### config.mk
export PLATFORM = sky130hd
export DESIGN_NAME = remote_packet_differential_drive_unit
export DESIGN_NICKNAME = d
export VERILOG_FILES = /design/src/hdl/rpdd_pkg.sv /design/src/hdl/rpdd_front.sv /design/src/hdl/rpdd_fifo.sv /design/src/hdl/rpdd_back.sv /design/src/hdl/remote_packet_differential_drive_unit.sv
export SDC_FILE = /design/constraint.sdc
export NUM_CORES = 1
export LEC_CHECK = 0
export ABC_AREA = 1
export BUFFER_PORTS_ARGS = -buffer_cell sky130_fd_sc_hd__buf_4
export CORE_ASPECT_RATIO = 1.1
export CORE_MARGIN = 4
export CORE_UTILIZATION = 65
export CTS_BUF_LIST = sky130_fd_sc_hd__clkbuf_8
export DETAILED_ROUTE_END_ITERATION = 10
export GPL_ROUTABILITY_DRIVEN = 0
export PLACE_DENSITY = 0.88
export SLEW_MARGIN = 20
export SYNTH_ARGS = -nofsm -noshare
export SYNTH_HDL_FRONTEND = slang
export SYNTH_SLANG_ARGS = --single-unit
### constraint.sdc
create_clock -name clk -period 14.7 [get_ports clk]
set_input_delay 4.41 -clock clk [delete_from_list [all_inputs] [get_ports clk]]
set_output_delay 4.41 -clock clk [all_outputs]
set_load 0.1 [all_outputs]
### src/hdl/rpdd_pkg.sv
// Shared types and constants of the remote packet differential drive.
`default_nettype none

package rpdd_pkg;

    // Packet framing
    localparam logic [7:0] HDR0 = 8'h5A;
    localparam logic [7:0] HDR1 = 8'hA8;

    // Register widths and reset values
    localparam int PWM_W  = 8;
    localparam int MS_W   = 16;
    localparam int AXIS_W = 16;
    localparam int CFG_IDX_W  = 2;
    localparam int CFG_DATA_W = 16;

    localparam logic [PWM_W-1:0] MAX_PWM_RST    = 8'd30;
    localparam logic [PWM_W-1:0] DEADBAND_RST   = 8'd30;
    localparam logic [MS_W-1:0]  KICK_MS_RST    = 16'd500;
    localparam logic [MS_W-1:0]  TIMEOUT_MS_RST = 16'd100;
    localparam logic [PWM_W-1:0] FULL_DUTY      = 8'd255;

    // Default depth of the queue between front and back
    localparam int QUEUE_DEPTH = 2;

    // Configuration register indexes
    typedef enum logic [CFG_IDX_W-1:0] {
        CFG_MAX_PWM    = 2'd0,
        CFG_DEADBAND   = 2'd1,
        CFG_KICK_MS    = 2'd2,
        CFG_TIMEOUT_MS = 2'd3
    } cfg_idx_t;

    // Deframer position
    typedef enum logic [2:0] {
        FR_HDR0   = 3'd0,
        FR_HDR1   = 3'd1,
        FR_BUTTON = 3'd2,
        FR_XLO    = 3'd3,
        FR_XHI    = 3'd4,
        FR_YLO    = 3'd5,
        FR_YHI    = 3'd6
    } frame_t;

    // Operation handed from front to back
    typedef enum logic [1:0] {
        OP_NONE   = 2'd0,
        OP_TICK   = 2'd1,
        OP_PACKET = 2'd2
    } op_kind_t;

    typedef struct packed {
        op_kind_t           kind;
        logic [AXIS_W-1:0]  x;
        logic [AXIS_W-1:0]  y;
    } op_t;

endpackage

`default_nettype wire

### src/hdl/rpdd_front.sv
// Front end: accepts items, deframes serial bytes and classifies each item.
`default_nettype none

module rpdd_front (
    input  wire logic           clk,
    input  wire logic           rst_n,
    input  wire logic           accept,
    input  wire logic           command,
    input  wire logic [7:0]     rx_byte,
    output rpdd_pkg::op_t       push_op
);

    rpdd_pkg::frame_t frame_reg, frame_next;
    logic [7:0] x_lo_reg;
    logic [7:0] x_hi_reg;
    logic [7:0] y_lo_reg;

    // Frame position register
    always_ff @(posedge clk or negedge rst_n)
    begin
        if (!rst_n)
        begin
            frame_reg <= rpdd_pkg::FR_HDR0;
        end
        else if (accept && !command)
        begin
            frame_reg <= frame_next;
        end
    end

    // Payload bytes; the button byte is not kept
    always_ff @(posedge clk)
    begin
        if (accept && !command)
        begin
            if (frame_reg == rpdd_pkg::FR_XLO)
            begin
                x_lo_reg <= rx_byte;
            end
            if (frame_reg == rpdd_pkg::FR_XHI)
            begin
                x_hi_reg <= rx_byte;
            end
            if (frame_reg == rpdd_pkg::FR_YLO)
            begin
                y_lo_reg <= rx_byte;
            end
        end
    end

    // Next frame position and classification
    always_comb
    begin
        frame_next   = frame_reg;
        push_op.kind = command ? rpdd_pkg::OP_TICK : rpdd_pkg::OP_NONE;
        push_op.x    = {x_hi_reg, x_lo_reg};
        push_op.y    = {rx_byte, y_lo_reg};
        unique case (frame_reg)
            rpdd_pkg::FR_HDR0:
            begin
                if (rx_byte == rpdd_pkg::HDR0)
                begin
                    frame_next = rpdd_pkg::FR_HDR1;
                end
            end
            rpdd_pkg::FR_HDR1:
            begin
                if (rx_byte == rpdd_pkg::HDR1)
                begin
                    frame_next = rpdd_pkg::FR_BUTTON;
                end
            end
            rpdd_pkg::FR_BUTTON: frame_next = rpdd_pkg::FR_XLO;
            rpdd_pkg::FR_XLO:    frame_next = rpdd_pkg::FR_XHI;
            rpdd_pkg::FR_XHI:    frame_next = rpdd_pkg::FR_YLO;
            rpdd_pkg::FR_YLO:    frame_next = rpdd_pkg::FR_YHI;
            rpdd_pkg::FR_YHI:
            begin
                frame_next = rpdd_pkg::FR_HDR0;
                if (!command)
                begin
                    push_op.kind = rpdd_pkg::OP_PACKET;
                end
            end
            default: frame_next = rpdd_pkg::FR_HDR0;
        endcase
    end

endmodule

`default_nettype wire

### src/hdl/rpdd_fifo.sv
// Short queue of classified operations between front and back.
`default_nettype none

module rpdd_fifo #(
    parameter int DEPTH = rpdd_pkg::QUEUE_DEPTH
) (
    input  wire logic           clk,
    input  wire logic           rst_n,
    input  wire logic           push,
    input  wire rpdd_pkg::op_t  push_op,
    output logic                full,
    input  wire logic           pop,
    output logic                not_empty,
    output rpdd_pkg::op_t       pop_op
);

    localparam int PW = (DEPTH > 1) ? $clog2(DEPTH) : 1;
    localparam int CW = $clog2(DEPTH + 1);

    rpdd_pkg::op_t  mem_reg [DEPTH];
    logic [PW-1:0]  wr_ptr_reg, wr_ptr_next;
    logic [PW-1:0]  rd_ptr_reg, rd_ptr_next;
    logic [CW-1:0]  count_reg, count_next;

    assign full      = (count_reg == CW'(DEPTH));
    assign not_empty = (count_reg != '0);
    assign pop_op    = mem_reg[rd_ptr_reg];

    // Pointer and fill count
    always_comb
    begin
        wr_ptr_next = wr_ptr_reg;
        rd_ptr_next = rd_ptr_reg;
        count_next  = count_reg;
        if (push)
        begin
            wr_ptr_next = (wr_ptr_reg == PW'(DEPTH - 1)) ? '0 : wr_ptr_reg + 1'b1;
        end
        if (pop)
        begin
            rd_ptr_next = (rd_ptr_reg == PW'(DEPTH - 1)) ? '0 : rd_ptr_reg + 1'b1;
        end
        if (push && !pop)
        begin
            count_next = count_reg + 1'b1;
        end
        else if (pop && !push)
        begin
            count_next = count_reg - 1'b1;
        end
    end

    always_ff @(posedge clk or negedge rst_n)
    begin
        if (!rst_n)
        begin
            wr_ptr_reg <= '0;
            rd_ptr_reg <= '0;
            count_reg  <= '0;
        end
        else
        begin
            wr_ptr_reg <= wr_ptr_next;
            rd_ptr_reg <= rd_ptr_next;
            count_reg  <= count_next;
        end
    end

    // Storage
    always_ff @(posedge clk)
    begin
        if (push)
        begin
            mem_reg[wr_ptr_reg] <= push_op;
        end
    end

endmodule

`default_nettype wire

### src/hdl/rpdd_back.sv
// Back end: motor state, mixing, start kick, link timeout and result register.
`default_nettype none

module rpdd_back (
    input  wire logic                               clk,
    input  wire logic                               rst_n,
    // configuration writes
    input  wire logic                               cfg_we,
    input  wire logic [rpdd_pkg::CFG_IDX_W-1:0]     cfg_index,
    input  wire logic [rpdd_pkg::CFG_DATA_W-1:0]    cfg_data,
    // queue side
    input  wire logic                               op_valid,
    input  wire rpdd_pkg::op_t                      op,
    output logic                                    op_pop,
    // result side
    output logic                                    out_valid,
    input  wire logic                               out_ready,
    output logic [7:0]                              left_duty,
    output logic [7:0]                              right_duty,
    output logic                                    left_forward,
    output logic                                    right_forward,
    output logic                                    link_ok,
    output logic                                    packet_done
);

    localparam int PW = rpdd_pkg::PWM_W;
    localparam int MW = rpdd_pkg::MS_W;
    localparam int AW = rpdd_pkg::AXIS_W;

    // Configuration registers
    logic [PW-1:0] max_pwm_reg, deadband_reg;
    logic [MW-1:0] kick_ms_reg, timeout_ms_reg;

    // Motor state; it is also the result payload
    logic [PW-1:0] left_pwm_reg,  left_pwm_next;
    logic [PW-1:0] right_pwm_reg, right_pwm_next;
    logic          left_dir_reg,  left_dir_next;
    logic          right_dir_reg, right_dir_next;
    logic          link_reg,      link_next;
    logic [MW-1:0] since_reg,     since_next;
    logic          lkick_on_reg,  lkick_on_next;
    logic [MW-1:0] lkick_age_reg, lkick_age_next;
    logic          rkick_on_reg,  rkick_on_next;
    logic [MW-1:0] rkick_age_reg, rkick_age_next;
    logic          done_reg,      done_next;
    logic          out_valid_reg, out_valid_next;

    // Mixer terms
    logic [AW-1:0] left_raw, right_raw;
    logic [PW-1:0] left_new, right_new;
    logic          centered;

    function automatic logic [AW:0] mag(input logic [AW-1:0] v);
        logic [AW:0] ext;
        ext = {v[AW-1], v};
        return v[AW-1] ? ((AW+1)'(0) - ext) : ext;
    endfunction

    function automatic logic [MW-1:0] sat_inc(input logic [MW-1:0] v);
        return (v == '1) ? v : v + 1'b1;
    endfunction

    // min(|raw|,255) * max_pwm / 255, the divide as (p + p/256 + 1) / 256
    function automatic logic [PW-1:0] scale_duty(input logic [AW-1:0] raw,
                                                 input logic [PW-1:0] scale);
        logic [AW:0]      m;
        logic [PW-1:0]    m8;
        logic [2*PW-1:0]  prod;
        logic [2*PW:0]    sum;
        m    = mag(raw);
        m8   = (m > (AW+1)'(255)) ? '1 : m[PW-1:0];
        prod = (2*PW)'(m8) * (2*PW)'(scale);
        sum  = (2*PW+1)'(prod) + (2*PW+1)'(prod[2*PW-1:PW]) + (2*PW+1)'(1);
        return sum[2*PW-1:PW];
    endfunction

    assign op_pop = op_valid && (!out_valid_reg || out_ready);

    // Configuration register file
    always_ff @(posedge clk or negedge rst_n)
    begin
        if (!rst_n)
        begin
            max_pwm_reg    <= rpdd_pkg::MAX_PWM_RST;
            deadband_reg   <= rpdd_pkg::DEADBAND_RST;
            kick_ms_reg    <= rpdd_pkg::KICK_MS_RST;
            timeout_ms_reg <= rpdd_pkg::TIMEOUT_MS_RST;
        end
        else if (cfg_we)
        begin
            unique case (cfg_index)
                rpdd_pkg::CFG_MAX_PWM:    max_pwm_reg    <= cfg_data[PW-1:0];
                rpdd_pkg::CFG_DEADBAND:   deadband_reg   <= cfg_data[PW-1:0];
                rpdd_pkg::CFG_KICK_MS:    kick_ms_reg    <= cfg_data[MW-1:0];
                rpdd_pkg::CFG_TIMEOUT_MS: timeout_ms_reg <= cfg_data[MW-1:0];
                default: ;
            endcase
        end
    end

    // Arcade mix of the packet axes
    assign left_raw  = op.y + op.x;
    assign right_raw = op.x - op.y;
    assign left_new  = scale_duty(left_raw, max_pwm_reg);
    assign right_new = scale_duty(right_raw, max_pwm_reg);
    assign centered  = (mag(op.x) < (AW+1)'(deadband_reg))
                    && (mag(op.y) < (AW+1)'(deadband_reg));

    // Operation, then kick checks, then timeout
    always_comb
    begin
        left_pwm_next  = left_pwm_reg;
        right_pwm_next = right_pwm_reg;
        left_dir_next  = left_dir_reg;
        right_dir_next = right_dir_reg;
        link_next      = link_reg;
        since_next     = since_reg;
        lkick_on_next  = lkick_on_reg;
        lkick_age_next = lkick_age_reg;
        rkick_on_next  = rkick_on_reg;
        rkick_age_next = rkick_age_reg;
        done_next      = done_reg;
        out_valid_next = out_valid_reg && !out_ready;

        if (op_pop)
        begin
            out_valid_next = 1'b1;
            done_next      = (op.kind == rpdd_pkg::OP_PACKET);
            unique case (op.kind)
                rpdd_pkg::OP_TICK:
                begin
                    since_next     = sat_inc(since_reg);
                    lkick_age_next = sat_inc(lkick_age_reg);
                    rkick_age_next = sat_inc(rkick_age_reg);
                end
                rpdd_pkg::OP_PACKET:
                begin
                    link_next  = 1'b1;
                    since_next = '0;
                    if (centered)
                    begin
                        left_pwm_next  = '0;
                        right_pwm_next = '0;
                    end
                    else
                    begin
                        left_dir_next  = !left_raw[AW-1] && (left_raw != '0);
                        right_dir_next = !right_raw[AW-1] && (right_raw != '0);
                        if ((left_pwm_reg == '0) && (left_new != '0))
                        begin
                            lkick_on_next  = 1'b1;
                            lkick_age_next = '0;
                        end
                        if ((right_pwm_reg == '0) && (right_new != '0))
                        begin
                            rkick_on_next  = 1'b1;
                            rkick_age_next = '0;
                        end
                        left_pwm_next  = left_new;
                        right_pwm_next = right_new;
                    end
                end
                default: ;
            endcase

            // start kick
            if (lkick_on_next)
            begin
                if ((left_pwm_next != '0) && (lkick_age_next < kick_ms_reg))
                begin
                    left_pwm_next = rpdd_pkg::FULL_DUTY;
                end
                else
                begin
                    lkick_on_next = 1'b0;
                end
            end
            if (rkick_on_next)
            begin
                if ((right_pwm_next != '0) && (rkick_age_next < kick_ms_reg))
                begin
                    right_pwm_next = rpdd_pkg::FULL_DUTY;
                end
                else
                begin
                    rkick_on_next = 1'b0;
                end
            end

            // link timeout
            if (since_next > timeout_ms_reg)
            begin
                left_pwm_next  = '0;
                right_pwm_next = '0;
                link_next      = 1'b0;
            end
        end
    end

    always_ff @(posedge clk or negedge rst_n)
    begin
        if (!rst_n)
        begin
            left_pwm_reg  <= '0;
            right_pwm_reg <= '0;
            left_dir_reg  <= 1'b0;
            right_dir_reg <= 1'b0;
            link_reg      <= 1'b0;
            since_reg     <= '0;
            lkick_on_reg  <= 1'b0;
            lkick_age_reg <= '0;
            rkick_on_reg  <= 1'b0;
            rkick_age_reg <= '0;
            done_reg      <= 1'b0;
            out_valid_reg <= 1'b0;
        end
        else
        begin
            left_pwm_reg  <= left_pwm_next;
            right_pwm_reg <= right_pwm_next;
            left_dir_reg  <= left_dir_next;
            right_dir_reg <= right_dir_next;
            link_reg      <= link_next;
            since_reg     <= since_next;
            lkick_on_reg  <= lkick_on_next;
            lkick_age_reg <= lkick_age_next;
            rkick_on_reg  <= rkick_on_next;
            rkick_age_reg <= rkick_age_next;
            done_reg      <= done_next;
            out_valid_reg <= out_valid_next;
        end
    end

    assign out_valid     = out_valid_reg;
    assign left_duty     = left_pwm_reg;
    assign right_duty    = right_pwm_reg;
    assign left_forward  = left_dir_reg;
    assign right_forward = right_dir_reg;
    assign link_ok       = link_reg;
    assign packet_done   = done_reg;

endmodule

`default_nettype wire

### src/hdl/remote_packet_differential_drive_unit.sv
// Remote packet differential drive: serial packet deframer and arcade mixer with
// start kick and link timeout. Each input transaction is a received byte or a
// millisecond tick and yields exactly one result transaction with the current
// motor duties, directions, link flag and a packet-done mark. One transaction is
// accepted per clock while in_ready is high. The front end classifies a transaction
// combinationally and it is written into the queue at its accepting edge; the back
// end pops it from the queue and does the mix, kick and timeout update into the
// result register, which drives out_valid. The queue of QUEUE_DEPTH entries
// between front and back holds transactions while a result waits on out_ready;
// in_ready drops only once it is full.
// Configuration writes are always accepted and are meant for idle periods.
`default_nettype none

module remote_packet_differential_drive_unit #(
    parameter int QUEUE_DEPTH = rpdd_pkg::QUEUE_DEPTH
) (
    input  wire logic                               clk,
    input  wire logic                               rst_n,
    // configuration
    input  wire logic                               cfg_valid,
    output logic                                    cfg_ready,
    input  wire logic [rpdd_pkg::CFG_IDX_W-1:0]     cfg_index,
    input  wire logic [rpdd_pkg::CFG_DATA_W-1:0]    cfg_data,
    // input items
    input  wire logic                               in_valid,
    output logic                                    in_ready,
    input  wire logic                               command,
    input  wire logic [7:0]                         rx_byte,
    // results
    output logic                                    out_valid,
    input  wire logic                               out_ready,
    output logic [7:0]                              left_duty,
    output logic [7:0]                              right_duty,
    output logic                                    left_forward,
    output logic                                    right_forward,
    output logic                                    link_ok,
    output logic                                    packet_done
);

    logic          in_accept;
    logic          q_full;
    logic          q_not_empty;
    logic          q_pop;
    rpdd_pkg::op_t push_op;
    rpdd_pkg::op_t pop_op;

    assign cfg_ready = 1'b1;
    assign in_ready  = !q_full;
    assign in_accept = in_valid && in_ready;

    rpdd_front u_front (
        .clk     (clk),
        .rst_n   (rst_n),
        .accept  (in_accept),
        .command (command),
        .rx_byte (rx_byte),
        .push_op (push_op)
    );

    rpdd_fifo #(
        .DEPTH (QUEUE_DEPTH)
    ) u_fifo (
        .clk       (clk),
        .rst_n     (rst_n),
        .push      (in_accept),
        .push_op   (push_op),
        .full      (q_full),
        .pop       (q_pop),
        .not_empty (q_not_empty),
        .pop_op    (pop_op)
    );

    rpdd_back u_back (
        .clk           (clk),
        .rst_n         (rst_n),
        .cfg_we        (cfg_valid),
        .cfg_index     (cfg_index),
        .cfg_data      (cfg_data),
        .op_valid      (q_not_empty),
        .op            (pop_op),
        .op_pop        (q_pop),
        .out_valid     (out_valid),
        .out_ready     (out_ready),
        .left_duty     (left_duty),
        .right_duty    (right_duty),
        .left_forward  (left_forward),
        .right_forward (right_forward),
        .link_ok       (link_ok),
        .packet_done   (packet_done)
    );

endmodule

`default_nettype wire

==> results_dict.tcl <==
set metrics [dict create \
    status "completed" \
    cts_made_buffers 37 \
    grt_pass1_vias 19500 \
    synthTopCellsByArea "edfxtp_1, dfrtp_1, nand2_1" \
    final_common_cell "nand2_1" \
    io_pins 55 \
    route.met2.wl_um 26300 \
    clk_pin_slew_ps 70 \
    synth_top_family_by_area "simple AND/OR/NAND/NOR gates" \
    ys.flop_type "dfrtp_1" \
    wl_met3_um 3810 \
    slew_headroom_pct 31.4 \
    ys_async_sr_fraction_pct 57.8 \
    start_util_pct 66.2 \
    synthCells 2825 \
    finalCritPeriodShare_pct 87.1 \
    crit_arrival_ps 13310 \
    whs_path_depth 0 \
    fill_cells 2360 \
    root_buffer "clkbuf_8" \
    yosys_warnings 0 \
    path_delay_family "adder cells" \
    cts_resized 0 \
    finalHoldViolCount 0 \
    drive_above_1_share_pct 10.8 \
    crit_buf_inv 10 \
    core_area_um2 31500 \
    postRouteAntennaNets 0 \
    slowest_stage "dfrtp_1" \
    die-area_um2 35000 \
    synth.avg_cell_area_um2 7.38 \
    area_growth_pct 6.94 \
    grt_pass1_wl_um 88700 \
    crit_path_max_incr_delay_ps 750 \
    min-delay-start "u_front.x_hi_reg[7]$_DFFE_PP_" \
    clkSinkCount 218 \
    rows 68 \
    end_kind "register" \
    finalSetupViolations 0 \
    synth-simple-area-share_pct 26.8 \
    max_clock_freq_mhz 78.1 \
    grt_max_degree 94 \
    fin_crit_ps 12810 \
    synth_mux_area_share_pct 0.144 \
    drt_pass1_iterations 6 \
    die_w_um 179 \
    grt_overflow 0 \
    cts_buffer_depth 3 \
    slew_violations 0 \
    drc 0 \
    regArea_um2 5940 \
    h-tree-depth 2 \
    numPortBuffers 53 \
    crit_path_frequent_cell "nand2_1" \
    yosys.area.top_type "edfxtp_1" \
    final_cell_mix "nand2_1, inv_1, ha_1, o21ai_0, nor2_1" \
    synth.cell_area_um2 20800 \
    grt_use_total_pct 30.4 \
    crit_type "register to register" \
    post_cts_buffers 0 \
    ys_seq_area_share_pct 28.5 \
    synth_xor_area_share_pct 3.01 \
    place_hpwl_um 39300 \
    finClkSkew_ps 25.4 \
    viasPerCell 5.86 \
    crit_fanout 32 \
    startpoint_type "register" \
    min_path_type "register to register" \
    tns_ps 0 \
    vias 19300 \
    r2r_start "u_fifo.rd_ptr_reg$_DFFE_PN0P_" \
    cts_hold_buf 0 \
    synth-compound-area-share_pct 11.5 \
    synth_top_area_share_pct 13.3 \
    tightest_slew_ps 1030 \
    synthAdderAreaFrac_pct 18.3 \
    grt_antenna_before_repair 0 \
    wl_um 52900 \
    drt-met1-wl_um 20200 \
    highest_layer "met4" \
    synth-edff-count 92 \
    synth-seq-cells 218 \
    cap_viol_max_count 0 \
    largest_reg_flops 68 \
    r2r_cells 66 \
    wl_per_cell_um 16.1 \
    ys_types 71 \
    rrSetupSlack_ps 1890 \
    multi_input_area_um2 12500 \
    clock_latency_ps 570 \
    fin_nets 3137 \
    r2r_end "u_back.right_duty[4]$_DFFE_PN0P_" \
    synth_fp_nets 3117 \
    cts_tree "yes" \
    hold_end "u_fifo.mem_reg[1][31]$_DFFE_PP_" \
    grt_setup_unrepaired "false" \
    die_h_um 196 \
    required_ps 15210 \
    drt_first_iter_violations 1863 \
    n_antenna_cell 0 \
]
[worst register-to-register path, delay by kind of cell, from the launching register on]
family / cells / cell delay, ps
adders and majority gates: 9 / 3940
xor gates and xnor gates: 1 / 200
buffers and inverters: 10 / 1310
AOI/OAI and AO/OA: 13 / 3070
DFF: 1 / 750
and+or+nand+nor: 33 / 3500
[cells in the mapped netlist (5+ instances only)]
cell type    n
o211ai_1     6
nor2_2      20
or2_1        6
xor2_1      51
xnor2_1     15
nand2_2     36
edfxtp_1    92
a31oi_1     23
and2_1       5
o22ai_1     16
or2_2       20
fa_1        74
clkbuf_1    54
nand3_1    132
a21oi_1    107
inv_1      515
buf_1        5
buf_4        6
nor2_1     138
o21ai_1     13
nand2_4     10
o21ai_0    183
nor2_4       8
nor3_1      44
buf_2        6
nor4_1       5
nand2_1    717
dfstp_2     17
o21bai_1     8
buf_6        9
inv_2       31
dfrtp_1    109
a22oi_1     20
nand4_1     49
nand3_2     12
nor3_2       5
a211oi_1    12
ha_1       186
[how the worst max path moves through the flow]
stage                                            end  slack, ps                     startpoint  depth (start not counted)
finish              u_back.right_duty[4]$_DFFE_PN0P_       1890  u_fifo.rd_ptr_reg$_DFFE_PN0P_                         66
global route        u_back.right_duty[7]$_DFFE_PN0P_        610  u_fifo.rd_ptr_reg$_DFFE_PN0P_                         70
CTS                 u_back.right_duty[2]$_DFFE_PN0P_       2100  u_fifo.rd_ptr_reg$_DFFE_PN0P_                         66
detailed placement  u_back.right_duty[2]$_DFFE_PN0P_       2160  u_fifo.rd_ptr_reg$_DFFE_PN0P_                         66
global placement    u_back.right_duty[7]$_DFFE_PN0P_       2590  u_fifo.rd_ptr_reg$_DFFE_PN0P_                         68
floorplan           u_back.right_duty[4]$_DFFE_PN0P_       4200  u_fifo.rd_ptr_reg$_DFFE_PN0P_                         66
[stage by stage]
step           hold WS (ps)  std cells  setup WS [ps]  util, %  cell area, um2
2_1_floorplan           421       2825           4200        -           20800
6_report                439       3294           1890     70.8           22300
5_1_grt                 455       3294            611     70.8           22300
4_1_cts                 447       3294           2100     70.8           22300
3_5_place_dp            433       3226           2160     68.1           21400
3_3_place_gp            423       3226           2590     68.1           21400
[cell families (layout without fill, tap and decap cells)]
| group | count (synthesis) | after routing |
|---|---|---|
| adder cells (fa/ha/maj) | 260 | 260 |
| AO/OA/AOI/OAI | 419 | 419 |
| XOR/XNOR | 69 | 69 |
| AND/OR/NAND/NOR | 1226 | 1226 |
| multiplexers | 3 | 3 |
| flip-flops | 218 | 218 |
| buffers and inverters | 629 | 678 |
| other | 1 | 1 |
[area by class of cell]
class	instances	share of cell area, %
Timing Repair Buffer	61	2.06
Clock buffer	43	2.66
Clock inverter	25	1.13
Tap cell	420	2.36
Sequential cell	218	26.6
Inverter	549	9.26
Multi-Input combinational cell	1978	55.9
[per-layer routing]
metal / up-vias / track usage [%]
met2: 951 / 53.3
met4: 0 / 14.8
met5: - / 0
met1: 9035 / 36.8
met3: 233 / 3.78
li1: 9089 / -
Power is not shown: default switching activity piles up to over one toggle a cycle in this logic, so the estimate is an artifact.
